===== src/rtl/csme_pkg.sv =====
// shared types, codes and defaults for the coordinate-list sparse matrix engine
package csme_pkg;

    localparam int SLOTS_DEF      = 4;
    localparam int CAP_DEF        = 64;
    localparam int INDEX_BITS_DEF = 10;

    localparam int ACTION_W = 3;
    localparam int SLOT_W   = 2;
    localparam int IDX_W    = 10;
    localparam int VALUE_W  = 32;

    localparam logic [ACTION_W-1:0] ACT_ASSIGN = 3'd0;
    localparam logic [ACTION_W-1:0] ACT_CLEAR  = 3'd1;
    localparam logic [ACTION_W-1:0] ACT_ADD    = 3'd2;
    localparam logic [ACTION_W-1:0] ACT_MULT   = 3'd3;
    localparam logic [ACTION_W-1:0] ACT_PRINT  = 3'd4;
    localparam logic [ACTION_W-1:0] ACT_NOP    = 3'd5;

    typedef struct packed {
        logic [ACTION_W-1:0]       action;
        logic [SLOT_W-1:0]         slot_a;
        logic [SLOT_W-1:0]         slot_b;
        logic [SLOT_W-1:0]         slot_c;
        logic [IDX_W-1:0]          cell_row;
        logic [IDX_W-1:0]          cell_col;
        logic signed [VALUE_W-1:0] cell_value;
    } in_beat_t;

    typedef struct packed {
        logic [IDX_W-1:0]          out_row;
        logic [IDX_W-1:0]          out_col;
        logic signed [VALUE_W-1:0] out_value;
        logic                      last;
        logic                      empty_res;
        logic                      overflow;
    } out_beat_t;

endpackage


===== src/rtl/csme_mul.sv =====
// registered 32 x 32 multiplier keeping the low word of the product
module csme_mul (
    input  logic                         aclk,
    input  logic [csme_pkg::VALUE_W-1:0] mul_a,
    input  logic [csme_pkg::VALUE_W-1:0] mul_b,
    output logic [csme_pkg::VALUE_W-1:0] prod_reg
);

    always_ff @(posedge aclk) begin
        prod_reg <= mul_a * mul_b;
    end

endmodule


===== config.mk =====
export PLATFORM = sky130hd
export DESIGN_NAME = csme_mul
export DESIGN_NICKNAME = d
export VERILOG_FILES = /design/src/rtl/csme_pkg.sv /design/src/rtl/csme_mul.sv
export SDC_FILE = /design/constraint.sdc
export NUM_CORES = 1
export LEC_CHECK = 0
export ABC_AREA = 0
export CAP_MARGIN = 10
export CORE_MARGIN = 2
export CORE_UTILIZATION = 50
export CTS_BUF_LIST = sky130_fd_sc_hd__clkbuf_16
export CTS_CLUSTER_DIAMETER = 50
export DETAILED_ROUTE_END_ITERATION = 7
export DONT_BUFFER_PORTS = 1
export PLACE_DENSITY = 0.69
export SETUP_SLACK_MARGIN = 0.5
export SYNTH_ARGS = -nofsm -noshare
export SYNTH_HDL_FRONTEND = slang
export SYNTH_SLANG_ARGS = --single-unit

===== constraint.sdc =====
create_clock -name aclk -period 7.9 [get_ports aclk]
set_input_delay 1.58 -clock aclk [delete_from_list [all_inputs] [get_ports aclk]]
set_output_delay 1.58 -clock aclk [all_outputs]
set_load 0.05 [all_outputs]

==> out/metrics.cfg <==
[worst_hold_path]
hold_start = mul_a[0]
hold_class = in -> reg
hold_depth = 1

[clocking]
htreeDepth = 2
cts.path.max_buffers = 2
cts.clk_slew.worst_paths_ps = 70
clock-root-buffer = clkbuf_16
cts_tree = yes
cts_sinks = 32
cts_buffers = 5

[synthesis]
ys_seq_area_share_pct = 3.906
synth-edff-count = 0
synth_cell_types = 38
yosysTopAreaCell = fa_1
avgSynthCellArea_um2 = 9.399
yosys.area_share.simple_pct = 18.96
synthesis.area_mm2 = 0.01640
synth.most_common_cell = fa_1
ys_ff_latch = 32
yosysWarnings = 0
syn-num-nets = 2341
ys.flop_type = dfxtp_1
synth_compound_area_share_pct = 3.189
synth.area.mux_share_pct = 0
synth.top_cell.area_share_pct = 49.80
yosys-top-cells-area = fa_1, and2_1, ha_1, inv_1, nand2_1
syn-instance-count = 1745
async_flop_share_pct = 0
synth-adder-area-share_pct = 59.18
synth_top_family_by_area = adder cells
synth_common_cells = fa_1, and2_1, inv_1
synth-xor-area-share_pct = 4.592

[critical_path]
cpMaxStageDelayCell = fa_1
end_kind = flop
path_class = in -> reg
slowest_delay_ps = 550
path_max_fanout = 17
worstSetupStartpointType = primary input
path_cells = and2_1 -> fa_1 -> inv_1 -> fa_1 -> fa_1 -> fa_1 -> inv_1 -> fa_1 -> ha_1 -> fa_1 -> fa_1 -> ha_2 -> a21oi_2 -> o21ai_1 -> a2111o_1 -> a21oi_4 -> o211ai_2 -> a31o_1 -> a21oi_2 -> xnor2_1
worstPathArrival_ps = 7590
critPathRequiredTime_ps = 8130
startpoint = mul_a[15]
cp_common_cell = fa_1

[timing]
hold_viol = 0
relSlewSlack_pct = 61.60
whs_ps = 1394
rsz0062_at_grt = true
setup_viol = 0
period_needed_ps = 7358
tns_ps = 0
finalCritPeriodShare_pct = 93.14
timing.fmax_mhz = 135.9
tightestPinTransition_ps = 575.3
final_max_slew_viol_count = 0

[routing]
wl_met1_um = 16890
wl_met2_um = 20750
highest_layer = met4
detail_route.wl_per_cell_um = 19.77
wl_um = 41980
wl_met3_um = 2404
firstDrtPassIters = 5
via_count = 11360
drcViolationCount = 0
ant_nets = 0
drt_iter0_drc = 653
viasPerCell = 5.349

[job]
drv_cap = 0

[global_routing]
grt_pass1_vias = 12720
grt_pass1_wl_um = 68430
gr-total-overflow = 0
antenna_found_initial = 1
track_usage_pct = 26.44
grt_max_degree = 33

[layout]
fin_nets = 2276
antenna_cells = 0
drive_gt1_share_pct = 3.272
syn_to_final_growth_pct = 3.898
largest_register_ffs = 32

[placement]
io_buffers = 0
dpl.hpwl_um = 33650
gp_congestion = 0.8744

[die]
die_h_um = 185.1
ios = 97
core_area_mm2 = 0.03245
start_util_pct = 50.54
fp-row-count = 66
fp.dieW_um = 185.1
die_area_mm2 = 0.03427

[outcome]
status = finished, final reports clean

## worst max-delay path: cells and delay by family
family	cells	cell delay (ps)
and+or+nand+nor	1	160
buffers and inverters	2	100
xor gates and xnor gates	1	140
adders and majority gates	9	4070
AOI/OAI and AO/OA	7	1530
## per-layer routing
layer  vias to the layer above  global-route usage [%]
li1                       4919                       -
met1                      5957                   33.91
met2                       386                   44.70
met3                        94                   3.598
met4                         0                   12.03
met5                         -                       0
## timing repair
action | CTS | global route
pin swaps | 1 | 20
setup buffers | 1 | 4
setup endpoints to repair | 8 | 14
hold buffers | 0 | 0
resized for setup | 4 | 21
## path summary, 6_finish.rpt
check | end | slack [ps]
setup / recovery | prod_reg[30]$_DFF_P_ | 540
hold / removal | prod_reg[0]$_DFF_P_ | 1390
## final cells by class
type	instances	area, um2
Inverter	362	1359
Clock buffer	5	125.1
Tap cell	442	553.0
Multi-Input combinational cell	1269	14270
Sequential cell	32	640.6
Fill cell	2919	15410
Clock inverter	3	18.77
Timing Repair Buffer	10	78.83
## kinds of logic (layout without fill, tap and decap cells)
logic type                 after synthesis  in the layout
DFF                                     32             32
adders and majority gates              531            531
and+or+nand+nor                        573            573
buffers and inverters                  444            380
AOI/OAI and AO/OA                       79             79
xor gates and xnor gates                86             86
## layout by cell type, fill, tap and decap left out, types with 2 or more instances in the layout
master       n
fa_1       405
and2_1     364
inv_1      359
nand2_1    178
ha_1       118
xnor2_1     68
dfxtp_1     32
a21oi_1     20
xor2_1      17
o21ai_0     10
nor2_1      10
buf_4        9
a21o_1       7
a21oi_2      5
o21bai_1     5
clkbuf_16    5
nand4_1      4
nand3_1      4
ha_4         4
inv_2        3
and2_4       3
o21ai_1      3
nor3_1       3
a211o_1      3
o21a_1       3
o21ai_2      3
fa_2         3
a31oi_1      2
a211oi_1     2
a21boi_0     2
a21boi_2     2
nor2b_1      2
clkinv_2     2
## through the flow
step | instances | setup WS (ps) | utilization [%] | area, um2
5_1_grt | 2123 | 351.8 | 52.51 | 17040
3_3_place_gp | 2110 | 125.4 | 51.62 | 16750
6_report | 2123 | 541.8 | 52.51 | 17040
2_1_floorplan | 1745 | 459.5 | - | 16520
3_5_place_dp | 2110 | 1.018 | 51.62 | 16750
4_1_cts | 2119 | 502.8 | 52.15 | 16930
Power is not shown: default switching activity piles up to over one toggle a cycle in this logic, so the estimate is an artifact.
